## src/rtl/core/mpgs_pkg.sv

```systemverilog
package mpgs_pkg;

   localparam int DATA_WIDTH = 62;
   localparam int BIT_CNT_W  = $clog2(DATA_WIDTH);
   localparam logic [DATA_WIDTH-1:0] MODULUS_RESET = DATA_WIDTH'(64'd1000000000007);

   typedef logic [DATA_WIDTH-1:0] data_type;

   typedef enum logic [1:0] {
      OP_POWER   = 2'd0,
      OP_SUM     = 2'd1,
      OP_SUM_SQ  = 2'd2,
      OP_UNUSED  = 2'd3
   } opcode_type;

   // Datapath operations issued by the controller
   typedef enum logic [3:0] {
      DP_NOP       = 4'd0,
      DP_LOAD      = 4'd1,   // latch operands, start k mod m
      DP_MUL_KK    = 4'd2,   // k = k*k
      DP_MUL_PS    = 4'd3,   // t = p*s
      DP_MUL_PP    = 4'd4,   // p = p*p
      DP_MUL_PK    = 4'd5,   // p = p*k
      DP_ADD_ST    = 4'd6,   // s = s+t
      DP_ADD_SP    = 4'd7,   // s = s+p
      DP_SHIFT_N   = 4'd8    // advance exponent bit
   } dp_op_type;

   typedef struct packed {
      dp_op_type op;
      logic      start;
   } dp_cmd_type;

   typedef struct packed {
      logic busy;        // multiply or reduce unit running
      logic n_bit;       // current exponent msb
      logic last_bit;    // current bit is bit 0
      logic mod_ok;      // modulus >= 2
   } dp_status_type;

endpackage

```

## src/rtl/core/mpgs_datapath.sv

```systemverilog
module mpgs_datapath (
   input  logic                    clock,
   input  logic                    reset,
   input  mpgs_pkg::data_type      csr_modulus,
   input  mpgs_pkg::data_type      base_value,
   input  mpgs_pkg::data_type      exponent,
   input  mpgs_pkg::dp_cmd_type    cmd,
   output mpgs_pkg::dp_status_type status,
   output mpgs_pkg::data_type      p_value,
   output mpgs_pkg::data_type      s_value
);
   import mpgs_pkg::*;

   // operand/result registers
   data_type m_ff, m_in;
   data_type k_ff, k_in;
   data_type p_ff, p_in;
   data_type s_ff, s_in;
   data_type t_ff, t_in;
   data_type n_ff, n_in;
   logic [BIT_CNT_W-1:0] bit_ff, bit_in;

   // shared serial unit: either shift-add multiply or restoring reduction
   logic                 run_ff, run_in;
   logic                 red_ff, red_in;   // 1: reduction of x mod m
   dp_op_type            dst_ff, dst_in;
   logic [BIT_CNT_W-1:0] cnt_ff, cnt_in;
   data_type             a_ff, a_in;
   data_type             b_ff, b_in;
   data_type             acc_ff, acc_in;

   logic [DATA_WIDTH:0]  dbl, dbl_r, addv, addv_r, sum2;
   data_type             x_sel, y_sel, step_acc;

   always_comb begin
      // one bit of multiply / reduction per cycle
      dbl   = {acc_ff, 1'b0};
      dbl_r = (dbl >= {1'b0, m_ff}) ? dbl - {1'b0, m_ff} : dbl;
      if (red_ff) begin
         // acc = 2*acc + bit, reduce
         addv   = {acc_ff, b_ff[DATA_WIDTH-1]};
         addv_r = (addv >= {1'b0, m_ff}) ? addv - {1'b0, m_ff} : addv;
         step_acc = addv_r[DATA_WIDTH-1:0];
      end else begin
         addv   = dbl_r + {1'b0, a_ff};
         addv_r = (addv >= {1'b0, m_ff}) ? addv - {1'b0, m_ff} : addv;
         step_acc = b_ff[DATA_WIDTH-1] ? addv_r[DATA_WIDTH-1:0]
                                       : dbl_r[DATA_WIDTH-1:0];
      end
   end

   always_comb begin
      unique case (cmd.op)
         DP_MUL_KK: begin x_sel = k_ff; y_sel = k_ff; end
         DP_MUL_PS: begin x_sel = p_ff; y_sel = s_ff; end
         DP_MUL_PP: begin x_sel = p_ff; y_sel = p_ff; end
         DP_MUL_PK: begin x_sel = k_ff; y_sel = p_ff; end
         default:   begin x_sel = s_ff; y_sel = t_ff; end
      endcase
      sum2 = {1'b0, s_ff} + {1'b0, (cmd.op == DP_ADD_ST) ? t_ff : p_ff};
      if (sum2 >= {1'b0, m_ff}) sum2 = sum2 - {1'b0, m_ff};
   end

   always_comb begin
      m_in = m_ff; k_in = k_ff; p_in = p_ff; s_in = s_ff; t_in = t_ff;
      n_in = n_ff; bit_in = bit_ff;
      run_in = run_ff; red_in = red_ff; dst_in = dst_ff; cnt_in = cnt_ff;
      a_in = a_ff; b_in = b_ff; acc_in = acc_ff;
      if (run_ff) begin
         acc_in = step_acc;
         b_in   = {b_ff[DATA_WIDTH-2:0], 1'b0};
         cnt_in = cnt_ff - 1'b1;
         if (cnt_ff == '0) begin
            run_in = 1'b0;
            unique case (dst_ff)
               DP_LOAD, DP_MUL_KK, DP_MUL_PK: begin
                  if (dst_ff == DP_MUL_PK) p_in = step_acc;
                  else k_in = step_acc;
               end
               DP_MUL_PS: t_in = step_acc;
               default:   p_in = step_acc;
            endcase
         end
      end else if (cmd.start) begin
         unique case (cmd.op)
            DP_LOAD: begin
               m_in = csr_modulus; n_in = exponent;
               bit_in = BIT_CNT_W'(DATA_WIDTH-1);
               p_in = DATA_WIDTH'(1); s_in = '0; t_in = '0;
               run_in = 1'b1; red_in = 1'b1; dst_in = DP_LOAD;
               cnt_in = BIT_CNT_W'(DATA_WIDTH-1);
               a_in = '0; b_in = base_value; acc_in = '0;
            end
            DP_MUL_KK, DP_MUL_PS, DP_MUL_PP, DP_MUL_PK: begin
               run_in = 1'b1; red_in = 1'b0; dst_in = cmd.op;
               cnt_in = BIT_CNT_W'(DATA_WIDTH-1);
               a_in = x_sel; b_in = y_sel; acc_in = '0;
            end
            DP_ADD_ST, DP_ADD_SP: s_in = sum2[DATA_WIDTH-1:0];
            DP_SHIFT_N: begin
               n_in = {n_ff[DATA_WIDTH-2:0], 1'b0};
               bit_in = bit_ff - 1'b1;
            end
            default: ;
         endcase
      end
   end

   always_ff @(posedge clock) begin
      if (reset) begin
         run_ff <= 1'b0;
      end else begin
         run_ff <= run_in;
      end
      m_ff <= m_in; k_ff <= k_in; p_ff <= p_in; s_ff <= s_in; t_ff <= t_in;
      n_ff <= n_in; bit_ff <= bit_in; red_ff <= red_in; dst_ff <= dst_in;
      cnt_ff <= cnt_in; a_ff <= a_in; b_ff <= b_in; acc_ff <= acc_in;
   end

   assign status.busy     = run_ff;
   assign status.n_bit    = n_ff[DATA_WIDTH-1];
   assign status.last_bit = (bit_ff == '0);
   assign status.mod_ok   = (m_ff >= DATA_WIDTH'(2));
   assign p_value = p_ff;
   assign s_value = s_ff;

   a_no_cmd_busy: assert property (@(posedge clock) disable iff (reset)
      run_ff |-> !(cmd.start && cmd.op == DP_LOAD)) else $error("load while busy");
   a_acc_lt_m: assert property (@(posedge clock) disable iff (reset)
      run_ff && !red_ff |=> !run_ff || acc_ff < m_ff) else $error("acc not reduced");
   a_cnt_done: assert property (@(posedge clock) disable iff (reset)
      run_ff && cnt_ff == '0 |=> !run_ff) else $error("unit overran");
endmodule

```

## src/rtl/core/mpgs_control.sv

```systemverilog
module mpgs_control (
   input  logic                    clock,
   input  logic                    reset,
   input  logic                    req_valid,
   output logic                    req_ready,
   input  mpgs_pkg::opcode_type    req_op,
   output logic                    rsp_valid,
   input  logic                    rsp_ready,
   output logic                    rsp_sel_s,
   output logic                    rsp_zero,
   output mpgs_pkg::dp_cmd_type    cmd,
   input  mpgs_pkg::dp_status_type status
);
   import mpgs_pkg::*;

   typedef enum logic [10:0] {
      ST_IDLE  = 11'b00000000001,
      ST_RED   = 11'b00000000010,
      ST_SQK   = 11'b00000000100,
      ST_MPS   = 11'b00000001000,
      ST_AST   = 11'b00000010000,
      ST_MPP   = 11'b00000100000,
      ST_MPK   = 11'b00001000000,
      ST_ASP   = 11'b00010000000,
      ST_NEXT  = 11'b00100000000,
      ST_WAIT  = 11'b01000000000,
      ST_DONE  = 11'b10000000000
   } state_type;

   state_type state_ff, state_in;
   opcode_type op_ff, op_in;
   logic sel_ff, sel_in, zero_ff, zero_in;
   logic is_sum;

   assign is_sum = (op_ff != OP_POWER);

   always_comb begin
      state_in = state_ff; op_in = op_ff; sel_in = sel_ff; zero_in = zero_ff;
      cmd.op = DP_NOP; cmd.start = 1'b0;
      req_ready = (state_ff == ST_IDLE);
      rsp_valid = (state_ff == ST_DONE);
      unique case (state_ff)
         ST_IDLE: if (req_valid) begin
            op_in = req_op; cmd.op = DP_LOAD; cmd.start = 1'b1;
            state_in = ST_RED;
         end
         ST_RED: if (!status.busy) begin
            sel_in = is_sum;
            zero_in = !status.mod_ok || op_ff == OP_UNUSED;
            if (zero_in) state_in = ST_DONE;
            else if (op_ff == OP_SUM_SQ) begin
               cmd.op = DP_MUL_KK; cmd.start = 1'b1; state_in = ST_SQK;
            end else if (is_sum) begin
               cmd.op = DP_MUL_PS; cmd.start = 1'b1; state_in = ST_MPS;
            end else begin
               cmd.op = DP_MUL_PP; cmd.start = 1'b1; state_in = ST_MPP;
            end
         end
         ST_SQK: if (!status.busy) begin
            cmd.op = DP_MUL_PS; cmd.start = 1'b1; state_in = ST_MPS;
         end
         ST_MPS: if (!status.busy) begin
            cmd.op = DP_ADD_ST; cmd.start = 1'b1; state_in = ST_AST;
         end
         ST_AST: begin
            cmd.op = DP_MUL_PP; cmd.start = 1'b1; state_in = ST_MPP;
         end
         ST_MPP: if (!status.busy) begin
            if (status.n_bit) begin
               cmd.op = DP_MUL_PK; cmd.start = 1'b1; state_in = ST_MPK;
            end else state_in = ST_NEXT;
         end
         ST_MPK: if (!status.busy) begin
            if (is_sum) begin
               cmd.op = DP_ADD_SP; cmd.start = 1'b1;
            end
            state_in = ST_NEXT;
         end
         ST_ASP: state_in = ST_NEXT;
         ST_NEXT: begin
            if (status.last_bit) state_in = ST_DONE;
            else begin
               cmd.op = DP_SHIFT_N; cmd.start = 1'b1; state_in = ST_WAIT;
            end
         end
         ST_WAIT: begin
            if (is_sum) begin
               cmd.op = DP_MUL_PS; cmd.start = 1'b1; state_in = ST_MPS;
            end else begin
               cmd.op = DP_MUL_PP; cmd.start = 1'b1; state_in = ST_MPP;
            end
         end
         ST_DONE: if (rsp_ready) state_in = ST_IDLE;
         default: state_in = ST_IDLE;
      endcase
   end

   always_ff @(posedge clock) begin
      if (reset) begin
         state_ff <= ST_IDLE;
      end else begin
         state_ff <= state_in;
      end
      op_ff <= op_in; sel_ff <= sel_in; zero_ff <= zero_in;
   end

   assign rsp_sel_s = sel_ff;
   assign rsp_zero  = zero_ff;

   a_onehot: assert property (@(posedge clock) disable iff (reset)
      $onehot(state_ff)) else $error("state not one-hot");
   a_no_overlap: assert property (@(posedge clock) disable iff (reset)
      !(req_ready && rsp_valid)) else $error("ready during response");
   a_rsp_after: assert property (@(posedge clock) disable iff (reset)
      rsp_valid && rsp_ready |=> req_ready) else $error("no return to idle");
endmodule

```

## src/rtl/core/modular_power_and_geometric_sum.sv

```systemverilog
// Channel  | Ports                                  | Direction
// request  | req_valid/ready, opcode, base, exponent | in
// response | rsp_valid/ready, rsp_result           | out
// csr      | csr_write_enable, csr_write_data        | in
// One request at a time. Reducing k mod m comes first; each of the 62 exponent
// bits then costs one or two serial multiplies for a power, two or three for a
// sum, plus control states. All of them run on the single shared serial unit.
// Reset is synchronous and restores the modulus. The result is held until rsp_ready;
// no new request is taken meanwhile.
module modular_power_and_geometric_sum (
   input  logic                 clock,
   input  logic                 reset,
   input  logic                 req_valid,
   output logic                 req_ready,
   input  logic [1:0]           req_opcode,
   input  mpgs_pkg::data_type   req_base_value,
   input  mpgs_pkg::data_type   req_exponent,
   output logic                 rsp_valid,
   input  logic                 rsp_ready,
   output mpgs_pkg::data_type   rsp_result,
   input  logic                 csr_write_enable,
   input  mpgs_pkg::data_type   csr_write_data
);
   import mpgs_pkg::*;

   data_type modulus_ff;
   dp_cmd_type cmd;
   dp_status_type status;
   data_type p_value, s_value;
   logic sel_s, zero;

   always_ff @(posedge clock) begin
      if (reset) modulus_ff <= MODULUS_RESET;
      else if (csr_write_enable) modulus_ff <= csr_write_data;
   end

   mpgs_control u_ctrl (
      .clock, .reset, .req_valid, .req_ready,
      .req_op(opcode_type'(req_opcode)),
      .rsp_valid, .rsp_ready, .rsp_sel_s(sel_s), .rsp_zero(zero),
      .cmd, .status
   );

   mpgs_datapath u_dp (
      .clock, .reset, .csr_modulus(modulus_ff),
      .base_value(req_base_value), .exponent(req_exponent),
      .cmd, .status, .p_value, .s_value
   );

   assign rsp_result = zero ? '0 : (sel_s ? s_value : p_value);
endmodule
```

## config.mk

```make
export PLATFORM = sky130hd
export DESIGN_NAME = modular_power_and_geometric_sum
export DESIGN_NICKNAME = d
export VERILOG_FILES = /design/src/rtl/core/mpgs_pkg.sv /design/src/rtl/core/mpgs_datapath.sv /design/src/rtl/core/mpgs_control.sv /design/src/rtl/core/modular_power_and_geometric_sum.sv
export SDC_FILE = /design/constraint.sdc
export NUM_CORES = 2
export LEC_CHECK = 0
export ABC_AREA = 1
export BUFFER_PORTS_ARGS = -buffer_cell sky130_fd_sc_hd__buf_2
export CORE_ASPECT_RATIO = 1.1
export CORE_MARGIN = 2
export CORE_UTILIZATION = 25
export CTS_CLUSTER_DIAMETER = 120
export DETAILED_ROUTE_END_ITERATION = 16
export MAX_ROUTING_LAYER = met4
export PLACE_DENSITY_LB_ADDON = 0.15
export SYNTH_ARGS = -nofsm -noshare
export SYNTH_HDL_FRONTEND = slang
export SYNTH_SLANG_ARGS = --single-unit
```

## constraint.sdc

```tcl
create_clock -name clock -period 8 [get_ports clock]
set_input_delay 1.2 -clock clock [delete_from_list [all_inputs] [get_ports clock]]
set_output_delay 1.2 -clock clock [all_outputs]
set_load 0.1 [all_outputs]
```

=== Word level (Yosys, flattened, before mapping) ===
Index checks and enable logic that the tools add are counted.

* Multiplexer cells: 67
* Order comparisons: 5
* Reductions and logical operators: 32
* Bitwise logic cells: 2
* Add/sub/neg operators: 8
* Eq/ne operators: 36

{| class="wikitable"
|+ Operator list
! operator !! count
|-
| 62-bit 2-to-1 mux || 23
|-
| 62-bit case mux with 2 select lines || 6
|-
| 63-bit by 62-bit >= comparator with 1-bit output || 4
|-
| 62-bit case mux with 3 select lines || 1
|-
| 62-bit subtractor || 3
|-
| 11-bit case mux with 11 select lines || 1
|-
| 11-bit 2-to-1 mux || 10
|-
| 62-bit by 62-bit adder with 63-bit output || 1
|-
| 63-bit by 62-bit adder with 63-bit output || 1
|-
| 63-bit 2-to-1 mux || 1
|-
| 63-bit by 62-bit subtractor with 63-bit output || 1
|-
| 62-bit by 2-bit >= comparator with 1-bit output (second input constant) || 1
|-
| 5-bit case mux with 9 select lines || 1
|-
| 5-bit 2-to-1 mux || 6
|-
| 6-bit 2-to-1 mux || 4
|-
| 4-bit by 3-bit equality test with 1-bit output (second input constant) || 5
|-
| 2-bit != test (second input constant) || 9
|-
| 4-bit by 2-bit equality test with 1-bit output (second input constant) || 4
|-
| 4-bit 2-to-1 mux || 4
|-
| 2-bit nonzero test || 7
|-
| 6-bit zero test || 2
|-
| 6-bit case mux with 2 select lines || 1
|-
| 3-bit AND reduction || 4
|-
| 6-bit by 1-bit subtractor with 6-bit output (second input constant) || 2
|-
| 34 further kinds || 48
|}

* Word-level logic and storage cells: 170
* Output and inout port bits: 64
* Bits in registers: 653
* Input port bits: 193

=== Depth between registers and ports, before layout ===
* Word-level depth: 12
* Gate-level depth with buffers: 53
* Depth with buffers taken out: 51

=== Cells and area by module ===
Synthesis repeated with hierarchy kept, for this count alone.

* Cells, all modules: 8,067
* Area, all modules: 56,220.2 sq um

{| class="wikitable"
|+ By module, submodules not included
! module !! area each (sq um) !! times used !! cells an instance !! sequential area each (sq um)
|-
| mpgs_datapath || 51,398.0 || 1 || 7,218 || 17,276.6
|-
| modular_power_and_geometric_sum || 3,728.6 || 1 || 692 || 1,241.2
|-
| mpgs_control || 1,093.5 || 1 || 157 || 320.3
|}

=== Worst setup path after synthesis ===
Ideal clock, no wire load.

* Kind: register -> register
* From: register u_ctrl.state_ff[6]
* To: register u_dp.bit_ff[0], enable pin
* Data arrival time: 6.390 ns
* Path buffers: 2
* Setup slack: 1.093 ns
* Clock period less this slack: 6.907 ns
* Cell stages (with the launch flop): 12
* Required time: 7.483 ns
* Library setup time: 0.517 ns
* Cells stage by stage: dfxtp_1 > nor2_1 > nand2_1 > buf_2 > nor3_2 > nand2_1 > nand3_1 > nor3_1 > nor2_2 > clkbuf_1 > inv_1 > a21oi_1

* Cells in the longest elaborated chain, start to end: 5
* Elaborated cells on any way between the ends: 14
* Those cells by class: eq/ne (11); mux (1); reduce/logical (2)

{| class="wikitable"
|+ RTL lines
! item !! line !! source
|-
| start, declared || mpgs_control.sv:30 || <nowiki>state_type state_ff, state_in;</nowiki>
|-
| start signal, assigned || mpgs_control.sv:102 || <nowiki>state_ff <= state_in;</nowiki>
|-
| 11-bit by 1-bit equality test with 1-bit output (*) || - ||
|-
| named net req_ready || modular_power_and_geometric_sum.sv:14 || <nowiki>output logic req_ready,</nowiki>
|-
| 5-bit case mux with 9 select lines (*) || mpgs_control.sv:42 || <nowiki>unique case (state_ff)</nowiki>
|-
| 4-bit equality test / 4-bit by 1-bit equality test with 1-bit output (equally long branches) || mpgs_datapath.sv:85 || <nowiki>unique case (cmd.op)</nowiki>
|-
| 2-bit nonzero test (no source line) || - ||
|-
| 3-bit AND reduction (no source line) (*) || - ||
|-
| end signal, assigned || mpgs_datapath.sv:116 || <nowiki>n_ff <= n_in; bit_ff <= bit_in; red_ff <= red_in; dst_ff <= dst_in;</nowiki>
|-
| end, declared || mpgs_datapath.sv:21 || <nowiki>logic [BIT_CNT_W-1:0] bit_ff, bit_in;</nowiki>
|}

The timed path passes the listed nets; every way through them passes the cells marked *.
A chain may end at the register's enable or synchronous reset.

=== Worst setup path in the final report ===
* From: register u_dp.m_ff[41]
* To: register u_dp.t_ff[6] (data pin)

* Cells in the longest elaborated chain, start to end: 10
* Elaborated cells on any way between the ends: 14
* Those cells by class: add/sub (3); order compare (3); mux (8)

{| class="wikitable"
|+ RTL lines
! item !! line !! source
|-
| start, declared || mpgs_datapath.sv:15 || <nowiki>data_type m_ff, m_in;</nowiki>
|-
| start signal, assigned || mpgs_datapath.sv:115 || <nowiki>m_ff <= m_in; k_ff <= k_in; p_ff <= p_in; s_ff <= s_in; t_ff <= t_in;</nowiki>
|-
| 63-bit by 62-bit subtractor with 63-bit output / 63-bit by 62-bit >= comparator with 1-bit output (equally long branches) || mpgs_datapath.sv:38 || <nowiki>dbl_r = (dbl >= {1'b0, m_ff}) ? dbl - {1'b0, m_ff} : dbl;</nowiki>
|-
| 63-bit 2-to-1 mux || mpgs_datapath.sv:38 ||
|-
| 63-bit by 62-bit adder with 63-bit output || mpgs_datapath.sv:45 || <nowiki>addv = dbl_r + {1'b0, a_ff};</nowiki>
|-
| 63-bit by 62-bit >= comparator with 1-bit output / 62-bit subtractor (equally long branches) || mpgs_datapath.sv:46 || <nowiki>addv_r = (addv >= {1'b0, m_ff}) ? addv - {1'b0, m_ff} : addv;</nowiki>
|-
| 62-bit 2-to-1 mux || mpgs_datapath.sv:46 ||
|-
| 62-bit 2-to-1 mux || mpgs_datapath.sv:47 || <nowiki>step_acc = b_ff[DATA_WIDTH-1] ? addv_r[DATA_WIDTH-1:0]</nowiki>
|-
| 62-bit 2-to-1 mux (*) || mpgs_datapath.sv:39 || <nowiki>if (red_ff) begin</nowiki>
|-
| 62-bit 2-to-1 mux (*) || mpgs_datapath.sv:75 || <nowiki>unique case (dst_ff)</nowiki>
|-
| 62-bit 2-to-1 mux (*) || mpgs_datapath.sv:73 || <nowiki>if (cnt_ff == '0) begin</nowiki>
|-
| 62-bit 2-to-1 mux (*) || mpgs_datapath.sv:69 || <nowiki>if (run_ff) begin</nowiki>
|-
| end signal, assigned || mpgs_datapath.sv:115 ||
|-
| end, declared || mpgs_datapath.sv:19 || <nowiki>data_type t_ff, t_in;</nowiki>
|}

Every way passes the cells marked *; elsewhere a longest branch is shown, timed or not. The select of a mux whose other input is x is not followed.

==> impl_summary.md <==
Worst setup path
The largest individual stage delay along the critical path comes from the cell sky130_fd_sc_hd__ha_1. The worst reg-to-reg path cell count is 49. The arrival time of the worst setup path is 8270 ps. The required time of the critical path is 8570 ps. Among the stages of the critical path, the cell type that occurs most often is sky130_fd_sc_hd__nand2_1. The flop-to-flop setup slack is 310 ps. STA classifies the critical path endpoint as a flop. The kind of start point of the critical path is a flop.

The setup path with the least slack is of type flop to flop. The reg-to-reg critical path endpoint is u_dp.t_ff[6]. The worst stage delay on the critical path is 370 ps. The worst flop-to-flop path startpoint is u_dp.m_ff[41]. The maximum net fanout on the critical path is 11.

STA
The post-route clock skew is 33.1 ps. The final number of setup-violating endpoints is 0. The worst path setup slack after routing is 305 ps. Subtracting the final worst setup slack from the clock period gives 7690 ps. The worst slew margin relative to its limit is -0.00673. After routing, the total negative slack on setup checks comes to 0 ps. The final count of hold timing violations was 0.

The count of pins over their slew limit came to 1. The final period utilization is 0.962. Static timing analysis puts the maximum clock frequency at 130 MHz.

The slew at the pin with the worst max-slew slack is 1490 ps.

GRT
The via count of the first global-routing pass came to 62.6k. After global routing the overflow that remains totals 0. The first global-routing pass estimated 491 mm of wire. The number of antenna violations at the first check in global routing is 37.

The maximum number of pins on one net before global-route repair is 125. The overall fraction of global-route tracks in use is 0.324.

Final layout
Of the cells placed in the final design, the portion with a size suffix greater than 1 is 0.245. The area growth from synthesis to layout is 36.8%. The register area is 18800 um^2.

The final net count is 10.2k. The area occupied by multi-input gates is 33100 um^2. The post-layout instance count excluding filler cells is 12.7k.

The number of fill cells is 24.2k.

Clocking
The number of buffers inserted during clock tree synthesis is 85. CTS built an H-tree with a depth of 3. The number of buffers between clock root and the deepest sink is 3.

The clock root buffer is sky130_fd_sc_hd__clkbuf_16. The CTS tree is yes. The clock latency of the later-clocked register in the worst-skew pair is 760 ps.

Clock-pin slew was measured on the worst setup and hold paths at 60 ps. For this design, the CTS-stage hold fixing added 0 buffers. Counting every sink on the clock net gives 652.

Logic synthesis
The multiplexer share of the synthesized area is 0. Ranked by instance count, the synthesized netlist is headed by sky130_fd_sc_hd__nand2_1 (2099), sky130_fd_sc_hd__nor2_1 (1061), sky130_fd_sc_hd__inv_1 (960), sky130_fd_sc_hd__o21ai_0 (631), sky130_fd_sc_hd__edfxtp_1 (578). The number of different library cells used by synthesis comes to 65. In the synthesized netlist the dominant register cell turns out to be sky130_fd_sc_hd__edfxtp_1.

sky130_fd_sc_hd__edfxtp_1 takes more of the synthesized area than any other cell. The dominant cell by count in the synthesized netlist is sky130_fd_sc_hd__nand2_1. The simple-gate portion of the synthesized area is 0.293.

Each instance of the synthesized netlist takes up on average 6.88 um^2. Of the total synthesized cell area, the portion taken by XOR and XNOR cells is 0.0428. Synthesis produced a netlist with a net count of 8600.

The synthesized area is 55700 um^2. Of the total synthesized cell area, the portion taken by full adders, half adders and majority gates is 0.0730. In the synthesized netlist the async set-or-reset flop fraction comes to 0. Yosys printed 0 warnings. The dominant combinational cell family by area after synthesis is simple AND/OR/NAND/NOR gates. The compound-cell area share of the yosys netlist is 0.164. Of the post-synthesis cell area, the dominant cell type holds 0.312. The synthesized design contains 578 enable-type register cells. The cell count after synthesis is 8086. By area the synthesized netlist is led by sky130_fd_sc_hd__edfxtp_1 (31%), sky130_fd_sc_hd__nand2_1 (14%), sky130_fd_sc_hd__nor2_1 (7.2%).

The total of flip-flops plus latches after synthesis is 652. For this run, the register share of the synthesized area comes to 0.338.

Route
The detailed-router iteration count before antenna repair is 6. In the final routed layout, each cell accounts on average for 28.9 um. After detailed routing, the number of remaining DRC violations is 0. Using the TritonRoute via totals, the vias-per-cell ratio works out to 5.05. The count of nets left with antenna violations once routing finished came out at 0. The number of DRC markers after the initial detailed-route iteration is 6511. The total detailed-routing wirelength is 368 mm. Across all layers, the routed design uses 64.3k vias.

Hold path
In this run the most critical hold path is launched from modulus_ff[47]. The worst hold path terminates at u_dp.m_ff[47]. The min-delay analysis places its worst path in the category flop to flop. The hold path depth is 0.

Placed design
In this run the tool buffered the top-level ports with 256 buffer cells. Routability-driven placement finished with a final weighted congestion of 1.04. The minimum setup slack after placement is -992 ps. The cell count after placement is 12.5k. Once detailed placement completed, the half-perimeter wirelength came to 313 mm.

Power
Summed over all cells, the static leakage comes to 34.5 nW. For this design the ratio of total power to cell area is 416 nW/um^2. The total power is 31.7 mW. IR analysis of the VDD net gives a maximum drop of 0.000261 V.

Floorplan
For this configuration, the core starts out at a cell density of 0.252. In this run the count of I/O pins placed on the die edge is 257. The area inside the core boundary is 221000 um^2.

The die covers 226000 um^2. The number of standard-cell rows in the floorplan is 181. The floorplan step set the die height to 499 um. The floorplan step set the die width to 454 um.

Run
The number of max-cap violations is 1.

Run status
The flow ran to the end, but the final reports show violations. The final reports fail on capacitance limit, slew limit.
==> worst max-delay path, delay by kind of cell, from the launching register on <==
family                   cells  cell delay (ps)
XOR/XNOR                     1               50
adder cells (fa/ha/maj)      3              990
AND/OR/NAND/NOR             26             3130
buffers and inverters       14             1880
AO/OA/AOI/OAI                5             1040
flip-flops                   1              360
==> how the worst max path moves through the flow <==
stage                  startpoint              end  slack, ps  depth (start not counted)
2_1_floorplan  u_ctrl.state_ff[6]   u_dp.bit_ff[0]       1090                         11
3_3_place_gp       u_dp.acc_ff[5]  u_dp.acc_ff[41]      -1080                         46
3_5_place_dp       u_dp.acc_ff[5]  u_dp.acc_ff[41]       -990                         46
4_1_cts             u_dp.m_ff[60]    u_dp.t_ff[24]          9                         45
5_1_grt            u_dp.acc_ff[5]  u_dp.acc_ff[44]        -20                         47
6_report            u_dp.m_ff[41]     u_dp.t_ff[6]        310                         49
==> flip-flops by register name, indices dropped and copies added, names as in the netlist <==
register	flops
u_dp.red_ff	1
u_dp.dst_ff	4
u_dp.t_ff	62
u_ctrl.rsp_sel_s	1
u_dp.n_ff	62
u_dp.b_ff	62
u_dp.k_ff	62
u_dp.s_value	62
u_dp.cnt_ff	6
u_dp.run_ff	1
u_dp.a_ff	62
u_ctrl.op_ff	2
u_dp.p_value	62
u_dp.acc_ff	62
u_ctrl.rsp_zero	1
modulus_ff	62
u_dp.bit_ff	6
u_dp.m_ff	62
u_ctrl.state_ff	10
==> placed cells by master (no fill, tap or decap), types with 60 or more instances in the layout <==
cell and count:
sky130_fd_sc_hd__nand2_1 2063, sky130_fd_sc_hd__o211ai_1 64, sky130_fd_sc_hd__o21ai_0 553, sky130_fd_sc_hd__a21oi_2 60
sky130_fd_sc_hd__nor3_1 74, sky130_fd_sc_hd__xnor2_1 70, sky130_fd_sc_hd__buf_4 1484, sky130_fd_sc_hd__xor2_1 200
sky130_fd_sc_hd__a21oi_1 472, sky130_fd_sc_hd__nand4_1 130, sky130_fd_sc_hd__edfxtp_1 578, sky130_fd_sc_hd__clkbuf_16 91
sky130_fd_sc_hd__a211oi_1 70, sky130_fd_sc_hd__ha_1 285, sky130_fd_sc_hd__buf_12 60, sky130_fd_sc_hd__or2_2 64
sky130_fd_sc_hd__buf_2 256, sky130_fd_sc_hd__nor2_2 60, sky130_fd_sc_hd__inv_1 941, sky130_fd_sc_hd__nand3_1 366
sky130_fd_sc_hd__dfxtp_1 73, sky130_fd_sc_hd__nor2_1 1015, sky130_fd_sc_hd__o21ai_1 140, sky130_fd_sc_hd__o21bai_1 62
==> metrics by stage <==
stage          hold slack [ps]  instance area [um^2]  utilization
2_1_floorplan              403                 55700            -
3_3_place_gp               410                 71700        0.324
3_5_place_dp               410                 71700        0.324
4_1_cts                    426                 74800        0.338
5_1_grt                    433                 76100        0.344
6_report                   421                 76200        0.344
==> power by group <==
group / leakage (nW) / internal [mW] / total [mW] / switching [mW]
sequential: 6.06 / 4.20 / 4.53 / 0.330
combinational: 27.0 / 9.13 / 23.0 / 13.9
clock: 1.42 / 2.32 / 4.18 / 1.86
==> layer usage <==
metal  vias up  share of wire  global-route usage
met5         -              0                   -
met4         0          0.050               0.134
met3       459          0.070              0.0464
met2      2490           0.45               0.499
met1     31167           0.43               0.423
li1      30196              -                   -
==> cell families (layout without fill, tap and decap cells) <==
logic type,Yosys count,after routing
DFF,652,652
xor gates and xnor gates,272,272
AOI/OAI and AO/OA,1641,1641
buffers and inverters,1256,2966
and+or+nand+nor,3943,3943
adders and majority gates,321,321
other,1,17
==> layout make-up <==
type,instances,area share
Clock buffer,104,0.0302
Clock inverter,53,0.00805
Inverter,1001,0.0497
Sequential cell,652,0.247
Timing Repair Buffer,1808,0.181
Tap cell,2928,0.0481
Antenna cell,16,0.000526
Multi-Input combinational cell,6178,0.435
==> what timing repair did <==
item,CTS,global route
cloned,0,4
buffers inserted,4,14
pin swaps,2,27
setup endpoints to repair,248,248
gates resized for setup,59,297
(Power assumes the default switching activity.)
